$ cat src/rtl/sru_pkg.sv
package sru_pkg;

	localparam int unsigned VALUE_W = 32;
	localparam int unsigned MAX_ITEMS_DEFAULT = 64;
	localparam logic [VALUE_W-1:0] ALL_ONES = {VALUE_W{1'b1}};

	typedef struct packed {
		logic clear;
		logic vld;
		logic have_last;
		logic keep_ones;
	} scan_ctl_t;

endpackage

$ cat src/rtl/sru_ram.sv
module sru_ram #(
	parameter int unsigned DEPTH = 64,
	parameter int unsigned WIDTH = 32
) (
	input  logic                     clk,
	input  logic                     wr_en,
	input  logic [$clog2(DEPTH)-1:0] wr_addr,
	input  logic [WIDTH-1:0]         wr_data,
	input  logic                     rd_en,
	input  logic [$clog2(DEPTH)-1:0] rd_addr,
	output logic [WIDTH-1:0]         rd_data
);

	logic [WIDTH-1:0] mem [DEPTH];

	always_ff @(posedge clk) begin
		if (wr_en) begin
			mem[wr_addr] <= wr_data;
		end
	end

	always_ff @(posedge clk) begin
		if (rd_en) begin
			rd_data <= mem[rd_addr];
		end
	end

endmodule

$ cat src/rtl/sru_minscan.sv
module sru_minscan (
	input  logic                          clk,
	input  logic                          arst_n,
	input  sru_pkg::scan_ctl_t            ctl,
	input  logic [sru_pkg::VALUE_W-1:0]   data,
	input  logic [sru_pkg::VALUE_W-1:0]   last_val,
	output logic [sru_pkg::VALUE_W-1:0]   best,
	output logic                          found
);

	import sru_pkg::*;

	logic [VALUE_W-1:0] best_q;
	logic               found_q;
	logic               take;

	// A valid word is a candidate when above the prior minimum and below the best so far; all ones needs a one-word list.
	assign take = ctl.vld && ((data != ALL_ONES) || ctl.keep_ones)
		&& (!ctl.have_last || (data > last_val))
		&& (!found_q || (data < best_q));

	always_ff @(posedge clk or negedge arst_n) begin
		if (!arst_n) begin
			found_q <= 1'b0;
		end else if (ctl.clear) begin
			found_q <= 1'b0;
		end else if (take) begin
			found_q <= 1'b1;
		end
	end

	always_ff @(posedge clk) begin
		if (take) begin
			best_q <= data;
		end
	end

	assign best  = best_q;
	assign found = found_q;

endmodule

$ cat src/rtl/sort_unique_values.sv
// A word that is not the last of a list is stored, if room remains, while collecting. The last word
// starts (U + 1) selection passes over the N stored words, which find U unique survivors,
// all through one shared compare unit and one store read port.
// Results then leave one at a time, each held until taken; no word is taken until the last result has gone.
// Reset clears the sequencer, the fill count and the overflow flag; the stores are not cleared.
module sort_unique_values #(
	parameter int unsigned MAX_ITEMS = sru_pkg::MAX_ITEMS_DEFAULT,
	localparam int unsigned CW = $clog2(MAX_ITEMS + 1),
	localparam int unsigned TDATA_W = ((sru_pkg::VALUE_W + CW + 2 + 7) / 8) * 8
) (
	input  logic                        clk,
	input  logic                        arst_n,
	input  logic                        s_tvalid,
	output logic                        s_tready,
	input  logic [sru_pkg::VALUE_W-1:0] s_tdata,  // value
	input  logic                        s_tlast,
	output logic                        m_tvalid,
	input  logic                        m_tready,
	output logic [TDATA_W-1:0]          m_tdata,  // value_res, unique_count, empty_res, overflow
	output logic                        m_tlast
);

	import sru_pkg::*;

	localparam int unsigned AW = $clog2(MAX_ITEMS);

	localparam logic [2:0] S_COLLECT = 3'd0;
	localparam logic [2:0] S_SCAN    = 3'd1;
	localparam logic [2:0] S_DRAIN   = 3'd2;
	localparam logic [2:0] S_WRAP    = 3'd3;
	localparam logic [2:0] S_EREAD   = 3'd4;
	localparam logic [2:0] S_EOUT    = 3'd5;

	logic [2:0]         state_q;
	logic [CW-1:0]      fill_q;
	logic [CW-1:0]      u_q;
	logic               ovf_q;
	logic [AW-1:0]      scan_idx_q;
	logic [AW-1:0]      emit_idx_q;
	logic               have_last_q;
	logic               single_q;
	logic               rd_vld_q;
	logic [VALUE_W-1:0] last_val_q;

	logic               in_acc;
	logic               out_acc;
	logic               full;
	logic [CW-1:0]      fill_after;
	logic [CW-1:0]      fill_m1;
	logic [CW-1:0]      u_m1;
	logic               empty;
	logic [VALUE_W-1:0] store_rd;
	logic [VALUE_W-1:0] sorted_rd;
	logic [VALUE_W-1:0] best;
	logic               found;
	logic [VALUE_W-1:0] value_res;
	scan_ctl_t          scan_ctl;

	assign in_acc     = s_tvalid && s_tready;
	assign out_acc    = m_tvalid && m_tready;
	assign full       = (fill_q == CW'(MAX_ITEMS));
	assign fill_after = full ? fill_q : fill_q + 1'b1;
	assign fill_m1    = fill_q - 1'b1;
	assign u_m1       = u_q - 1'b1;
	assign empty      = (u_q == '0);

	sru_ram #(
		.DEPTH (MAX_ITEMS),
		.WIDTH (VALUE_W)
	) u_store (
		.clk     (clk),
		.wr_en   (in_acc && !full),
		.wr_addr (fill_q[AW-1:0]),
		.wr_data (s_tdata),
		.rd_en   (state_q == S_SCAN),
		.rd_addr (scan_idx_q),
		.rd_data (store_rd)
	);

	assign scan_ctl.clear     = (state_q == S_WRAP) || (in_acc && s_tlast);
	assign scan_ctl.vld       = rd_vld_q;
	assign scan_ctl.have_last = have_last_q;
	assign scan_ctl.keep_ones = single_q;

	sru_minscan u_minscan (
		.clk      (clk),
		.arst_n   (arst_n),
		.ctl      (scan_ctl),
		.data     (store_rd),
		.last_val (last_val_q),
		.best     (best),
		.found    (found)
	);

	sru_ram #(
		.DEPTH (MAX_ITEMS),
		.WIDTH (VALUE_W)
	) u_sorted (
		.clk     (clk),
		.wr_en   ((state_q == S_WRAP) && found),
		.wr_addr (u_q[AW-1:0]),
		.wr_data (best),
		.rd_en   (state_q == S_EREAD),
		.rd_addr (emit_idx_q),
		.rd_data (sorted_rd)
	);

	always_ff @(posedge clk or negedge arst_n) begin
		if (!arst_n) begin
			state_q     <= S_COLLECT;
			fill_q      <= '0;
			u_q         <= '0;
			ovf_q       <= 1'b0;
			scan_idx_q  <= '0;
			emit_idx_q  <= '0;
			have_last_q <= 1'b0;
			single_q    <= 1'b0;
			rd_vld_q    <= 1'b0;
		end else begin
			rd_vld_q <= (state_q == S_SCAN);
			unique case (state_q)
				S_COLLECT: begin
					if (in_acc) begin
						fill_q <= fill_after;
						if (full) begin
							ovf_q <= 1'b1;
						end
						if (s_tlast) begin
							state_q     <= S_SCAN;
							scan_idx_q  <= '0;
							u_q         <= '0;
							have_last_q <= 1'b0;
							single_q    <= (fill_after == CW'(1));
						end
					end
				end
				S_SCAN: begin
					if (scan_idx_q == fill_m1[AW-1:0]) begin
						state_q <= S_DRAIN;
					end else begin
						scan_idx_q <= scan_idx_q + 1'b1;
					end
				end
				S_DRAIN: begin
					state_q <= S_WRAP;
				end
				S_WRAP: begin
					if (found) begin
						u_q         <= u_q + 1'b1;
						have_last_q <= 1'b1;
						scan_idx_q  <= '0;
						state_q     <= S_SCAN;
					end else begin
						emit_idx_q <= '0;
						state_q    <= empty ? S_EOUT : S_EREAD;
					end
				end
				S_EREAD: begin
					state_q <= S_EOUT;
				end
				S_EOUT: begin
					if (out_acc) begin
						if (m_tlast) begin
							state_q <= S_COLLECT;
							fill_q  <= '0;
							u_q     <= '0;
							ovf_q   <= 1'b0;
						end else begin
							emit_idx_q <= emit_idx_q + 1'b1;
							state_q    <= S_EREAD;
						end
					end
				end
				default: begin
					state_q <= S_COLLECT;
				end
			endcase
		end
	end

	always_ff @(posedge clk) begin
		if ((state_q == S_WRAP) && found) begin
			last_val_q <= best;
		end
	end

	assign s_tready  = (state_q == S_COLLECT);
	assign m_tvalid  = (state_q == S_EOUT);
	assign m_tlast   = empty || (emit_idx_q == u_m1[AW-1:0]);
	assign value_res = empty ? '0 : sorted_rd;

	always_comb begin
		m_tdata                      = '0;
		m_tdata[VALUE_W-1:0]         = value_res;
		m_tdata[VALUE_W +: CW]       = u_q;
		m_tdata[VALUE_W + CW]        = empty;
		m_tdata[VALUE_W + CW + 1]    = ovf_q;
	end

	// The unique count can never exceed the number of stored words.
	a_count_bound: assert property (@(posedge clk) disable iff (!arst_n)
		u_q <= fill_q)
		else $error("unique count exceeds fill count");

	// Input and output sides are never open together.
	a_one_side: assert property (@(posedge clk) disable iff (!arst_n)
		!(s_tready && m_tvalid))
		else $error("input and output open together");

	// An empty result is the only one of its list.
	a_empty_last: assert property (@(posedge clk) disable iff (!arst_n)
		(m_tvalid && empty) |-> (m_tlast && (u_q == '0)))
		else $error("empty result not marked last");

	// The last word of a list closes the input side.
	a_final_closes: assert property (@(posedge clk) disable iff (!arst_n)
		(s_tvalid && s_tready && s_tlast) |=> !s_tready)
		else $error("input still open after last word");

endmodule
$ cat config.mk
export PLATFORM = sky130hd
export DESIGN_NAME = sort_unique_values
export DESIGN_NICKNAME = d
export VERILOG_FILES = /design/src/rtl/sru_pkg.sv /design/src/rtl/sru_ram.sv /design/src/rtl/sru_minscan.sv /design/src/rtl/sort_unique_values.sv
export SDC_FILE = /design/constraint.sdc
export NUM_CORES = 2
export LEC_CHECK = 0
export BUFFER_PORTS_ARGS = -buffer_cell sky130_fd_sc_hd__buf_2
export CORE_ASPECT_RATIO = 0.9
export CORE_MARGIN = 3
export CORE_UTILIZATION = 45
export DETAILED_ROUTE_END_ITERATION = 12
export SETUP_SLACK_MARGIN = 0.5
export SYNTH_ARGS = -nofsm -noshare
export SYNTH_HDL_FRONTEND = slang
export SYNTH_SLANG_ARGS = --single-unit
$ cat constraint.sdc
create_clock -name clk -period 8 [get_ports clk]
set_clock_uncertainty 0.05 [all_clocks]
set_input_delay 0 -clock clk [delete_from_list [all_inputs] [get_ports clk]]
set_output_delay 0 -clock clk [all_outputs]
set_load 0.05 [all_outputs]
======== Word level (Yosys, flattened, before mapping) ========
Memory sizes are Yosys's and may differ from the RTL's. A register that Yosys moved wholly into a read port is not among the register bits.
Index checks and enable logic that the tools add are counted.
cells by class
  reduce and logical (&&, ||, !) cells .... 32
  multiplexer cells ....................... 42
  add/sub/neg operators ................... 6
  eq/ne operators ......................... 20
  order comparisons ....................... 2
operators with widths
  cell                                                                     count
  7-bit 2-to-1 mux                                                         7
  6-bit 2-to-1 mux                                                         7
  32-bit greater-than comparator                                           1
  32-bit < comparator                                                      1
  32-bit 2-to-1 mux                                                        1
  32-bit inequality test, second input constant                            1
  7-bit one-hot mux with 3 select lines                                    1
  3-bit 2-to-1 mux                                                         6
  3-bit one-hot mux with 6 select lines                                    1
  6-bit one-hot mux with 3 select lines                                    1
  4-bit AND reduction                                                      4
  7-bit by 1-bit adder with 7-bit output, second input constant            2
  1-bit 2-to-1 mux                                                         14
  7-bit one-hot mux with 2 select lines                                    1
  6-bit by 1-bit adder with 6-bit output, second input constant            2
  6-bit equality test                                                      2
  2-bit by 1-bit inequality test with 1-bit output, second input constant  6
  6-bit one-hot mux with 2 select lines                                    1
  6-bit by 1-bit subtractor with 6-bit output, second input constant       2
  5-bit AND reduction                                                      2
  1-bit logical AND                                                        8
  2-bit inequality test, second input constant                             4
  2-bit nonzero test                                                       4
  7-bit by 1-bit equality test with 1-bit output, second input constant    1
  12 further kinds                                                         22
word-level totals
  memories ................................ 2
  RAM bits ................................ 4096
  output and inout port bits .............. 51
  register bits ........................... 98
  logic and storage cells ................. 116
memories
  memory        words  bits a word  read ports  clocked after Yosys merged registers in  write ports  RTL line       source
  u_sorted.mem  64     32           1           1                                        1            sru_ram.sv:14  logic [WIDTH-1:0] mem [DEPTH];
  u_store.mem   64     32           1           1                                        1            sru_ram.sv:14

======== Longest topological paths before layout ========
  depth after elaboration ................. 7
  depth in mapped cells ................... 11

======== By module ========
A second synthesis with hierarchy kept.
second synthesis, totals
  cells, all modules ...................... 7240
  area, all modules ....................... 163843.4 sq um
modules (own cells, without submodules)
  module              seq. area each (sq um)  area an instance (sq um)  instances  cells each
  sru_ram             62459.9                 78835.6                   2          3324
  sort_unique_values  1786.7                  3429.5                    1          320
  sru_minscan         985.9                   2742.6                    1          272

======== Least setup slack after synthesis ========
Ideal clock, no wire load.
  path type ............................... flip-flop to flip-flop
  from .................................... reg u_minscan.best_q[2] (netlist: u_minscan.best[2])
  to ...................................... reg u_minscan.best_q[0] (netlist: u_minscan.best[0]), enable pin
  buffers on the path ..................... 0
  period minus slack after synthesis ...... 6.055 ns
  library setup time ...................... 0.502 ns
  stages on the path, launching flop included .. 10
  slack ................................... 1.945 ns
  data required time ...................... 7.448 ns
  arrival ................................. 5.503 ns
  path through ............................ edfxtp_1 inv_1 ha_1 a211oi_1 o21ai_0 a21oi_1 o21ai_0 a2111oi_0 nor3_1 nor4_1
between the ends
  word-level cells in the longest chain between the ends .. 3
ends and longest elaborated chain
  element                 RTL line           source
  start, declared         sru_minscan.sv:13  logic [VALUE_W-1:0] best_q;
  start signal, assigned  sru_minscan.sv:34  best_q <= data;
  32-bit < comparator     sru_minscan.sv:20  && (!found_q || (data < best_q));
  1-bit logical OR        sru_minscan.sv:20
  1-bit logical AND       sru_minscan.sv:20
  net u_minscan.take      sru_minscan.sv:15  logic take;
The timed path passes the listed nets, and every way through them passes these cells.
A chain may end at the register's enable or synchronous reset.

======== Worst setup path in the final report ========
  from .................................... reg u_q[3]
  to ...................................... out m_tlast
between the ends
  word-level cells in the longest chain between the ends .. 3
ends and longest elaborated chain
  element                                      RTL line                   source
  start, declared                              sort_unique_values.sv:36   logic [CW-1:0] u_q;
  start signal, assigned                       sort_unique_values.sv:149  u_q <= u_q + 1'b1;
  6-bit by 1-bit subtractor with 6-bit output  sort_unique_values.sv:64   assign u_m1 = u_q - 1'b1;
  6-bit equality test                          sort_unique_values.sv:189  assign m_tlast = empty || (emit_idx_q == u_m1[AW-1:0]);
  1-bit logical OR (*)                         sort_unique_values.sv:189
  end, declared                                sort_unique_values.sv:20   output logic m_tlast
Mark *: on every way between the ends. The rest lies on a longest branch, timed or not.

==> reports/results.tsv <==
stage	metric	value	unit
cts	post_cts_resized	0	
timing	hold_violations	0	
status	outcome	completed	
power_and_ir_drop	power.internal	0.0452	W
detailed_routing	top_layer	met5	
cts	cts_buffers	419	
power_and_ir_drop	p_leak	57.0	nW
run	maxCapViolCount	0	
timing	finalSetupTns	0	ps
final_layout	fin_nets	7284	
detailed_routing	drtAntennaViolNets	0	
die	core_area	361000	um2
grt	grt_pass1_wl	589000	um
cts	clkTransAtPathRegs	60	ps
power_and_ir_drop	switching_share	0.307	
power_and_ir_drop	clockPowerShare	0.299	
power_and_ir_drop	ir_drop	0.311	mV
worst_setup_path	worstPathRequired	7950	ps
cts	cts_root_buffer	clkbuf_16	
detailed_routing	post-route-drc-count	0	
placement	port_buffers	80	
final_layout	mostFrequentLayoutCells	4224 x edfxtp_1, 1280 x mux4_2, 424 x clkbuf_16	
placement	gp_congestion	0.812	
timing	max_freq	219	MHz
synth	ys_types	65	
detailed_routing	postRouteWirelength	417000	um
final_layout	syn_to_final_growth	13.3	%
timing	maxSlewHeadroom	0.0648	
timing	tightest_slew	1400	ps
detailed_routing	wl_met1	174000	um
detailed_routing	drtIter0Drc	10500	
detailed_routing	firstDrtPassIters	6	
placement	placed_cell_area	171000	um2
detailed_routing	route.met2.wl	195000	um
power_and_ir_drop	powerDensity	352	nW/um2
cts	insertion_delay	970	ps
synth	yosysSeqAreaShare	0.782	
timing	setup_viol	0	
placement	dp_hpwl	219000	um
die	die_area	370000	um2
detailed_routing	wl_per_cell	33.9	um
worst_setup_path	path_max_fanout	37	
synth	ys.flop_type	edfxtp_1	
grt	overflow	0	
worst_setup_path	start_kind	flip-flop	
die	start_util	0.453	
final_layout	drive_gt1_frac	0.312	
detailed_routing	routed-via-count	75900	
cts	post_cts_buffers	0	
power_and_ir_drop	pwr-share-comb	0.277	
grt	grt_max_degree	131	
grt	antenna_found_initial	32	
synth	avgSynthCellArea	24.2	um2
synth	synth_edf_count	4224	
synth	synthArstFlopShare	0.00798	
die	io_pins	88	
detailed_routing	via_per_inst	6.17	
worst_setup_path	path_class	reg -> out	
detailed_routing	dr_wl_met3	35700	um
worst_hold_path	hold_path.class	in -> reg	
synth	netlist_instances	6753	
die	rows	209	
final_layout	final_common_cell	edfxtp_1	
power_and_ir_drop	seq_power_share	0.424	
cts	cts_buffer_depth	4	
timing	rsz0062_at_grt	false	
timing	min_period_over_period	0.570	
synth	yosysWarningCount	0	
final_layout	finalInstanceArea	185000	um2
grt	grt.total_usage	0.225	
synth	ys_ff_latch	4258	
cts	clock-sinks	4258	
die	die_h	577	um
final_layout	nFillCells	27600	
power_and_ir_drop	power.switching	0.0200	W
timing	min_period	4560	ps
die	die_w	641	um
cts	tritoncts	done	
synth	syn_area	163000	um2
timing	drv_slew	0	
worst_setup_path	worstPathArrival	4510	ps
grt	first_global_vias	76700	
worst_setup_path	worst_setup_path_end_kind	output pin	
cts	cts-hold-fix-buffers	42	
cts	cts_max_level	5	
## worst max-delay path, cell delays in order (launching register included)
cell	delay (ps)
dfrtp_1	550
or3_1	790
or4b_2	1290
and2_4	390
inv_1	120
buf_2	410
## metrics by stage
stage / instances / utilization / hold slack, ps / power, W / setup slack, ps
finish: 12300 / 0.513 / 137 / 0.0652 / 3440
global route: 12300 / 0.513 / 105 / 0.0674 / 3320
CTS: 12300 / 0.513 / 50.0 / 0.0658 / 3370
detailed placement: 11500 / 0.474 / 118 / 0.0463 / 3590
global placement: 11500 / 0.474 / 120 / 0.0461 / 3540
floorplan: 6759 / - / -346 / 0.0396 / 1950
## power groups by stage
stage	sequential [W]	combinational, W	clock (W)
floorplan	0.0284	0.0112	0
global placement	0.0281	0.0180	0
detailed placement	0.0281	0.0182	0
CTS	0.0277	0.0183	0.0198
global route	0.0277	0.0190	0.0207
finish	0.0277	0.0180	0.0195
## sequential cells by signal, indices dropped and copies added (netlist names)
signal	flops
u_minscan.best	32
u_store.rd_data	32
u_sorted.mem	2048
single_q	1
emit_idx_q	6
u_store.mem	2048
last_val_q	32
scan_idx_q	6
u_q	7
fill_q	7
rd_vld_q	1
state_q	3
u_sorted.rd_data	32
have_last_q	1
ovf_q	1
u_minscan.found	1
## worst paths after layout
| kind | slack (ps) | to | depth (start not counted) | startpoint |
|---|---|---|---|---|
| worst max-delay path | 3440 | m_tlast | 5 | u_q[3] |
| worst min-delay path | 140 | single_q | 4 | s_tlast |
| worst max register to register | 3630 | u_store.rd_data[2] | 6 | scan_idx_q[1] |
| worst min register to register | 460 | single_q | 2 | single_q |
| max in group asynchronous | 7340 | emit_idx_q[3] | 4 | arst_n |
| min in group asynchronous | 300 | fill_q[3] | 4 | arst_n |
## synthesized netlist by cell type, types with 4 or more instances
cell / count / share of area
o21ai_0: 31 / 0.00095
mux4_2: 1280 / 0.18
buf_1: 43 / 0.00099
nand2_1: 120 / 0.0028
and2_1: 36 / 0.0014
a21o_1: 12 / 0.00055
inv_1: 81 / 0.0019
xor2_1: 8 / 0.00043
a22oi_1: 128 / 0.0059
a21oi_1: 35 / 0.0011
nor2_1: 169 / 0.0039
a31oi_1: 12 / 0.00046
nor3_1: 16 / 0.00049
nor4_1: 5 / 0.00019
nor2b_1: 10 / 0.00038
buf_4: 31 / 0.0014
xnor2_1: 11 / 0.00059
or3_1: 4 / 0.00015
buf_2: 92 / 0.0028
and3_1: 5 / 0.00019
clkbuf_1: 191 / 0.0044
dfrtp_1: 34 / 0.0052
nand3_1: 29 / 0.00089
ha_1: 70 / 0.0054
nand4_1: 18 / 0.00069
edfxtp_1: 4224 / 0.78
o211ai_1: 5 / 0.00023
## cells by family (layout without fill, tap and decap cells)
kind of cell | Yosys count | count (layout) | synth area share
AND/OR/NAND/NOR | 431 | 431 | 0.0120
AO/OA/AOI/OAI | 250 | 250 | 0.0107
other | 1 | 17 | 0.0000230
buffers and inverters | 441 | 1213 | 0.0117
XOR/XNOR | 19 | 19 | 0.00102
multiplexers | 1283 | 1283 | 0.177
adder cells (fa/ha/maj) | 70 | 70 | 0.00537
flip-flops | 4258 | 4258 | 0.782
## routing by layer
layer  up-vias  GRT usage
li1      30000          -
met1     41700      0.337
met2      3615      0.345
met3       547     0.0371
met4         6     0.0617
met5         -          0
## area by class of cell
class	count	area, um2	area share
Timing Repair Buffer	356	2800	0.0151
Tap cell	4747	5940	0.0321
Clock inverter	269	2590	0.0140
Antenna cell	10	25.0	0.000135
Multi-Input combinational cell	2060	34700	0.187
Sequential cell	4258	128000	0.691
Inverter	82	308	0.00166
Clock buffer	506	10900	0.0590
Power figures use the tool's default switching activity.
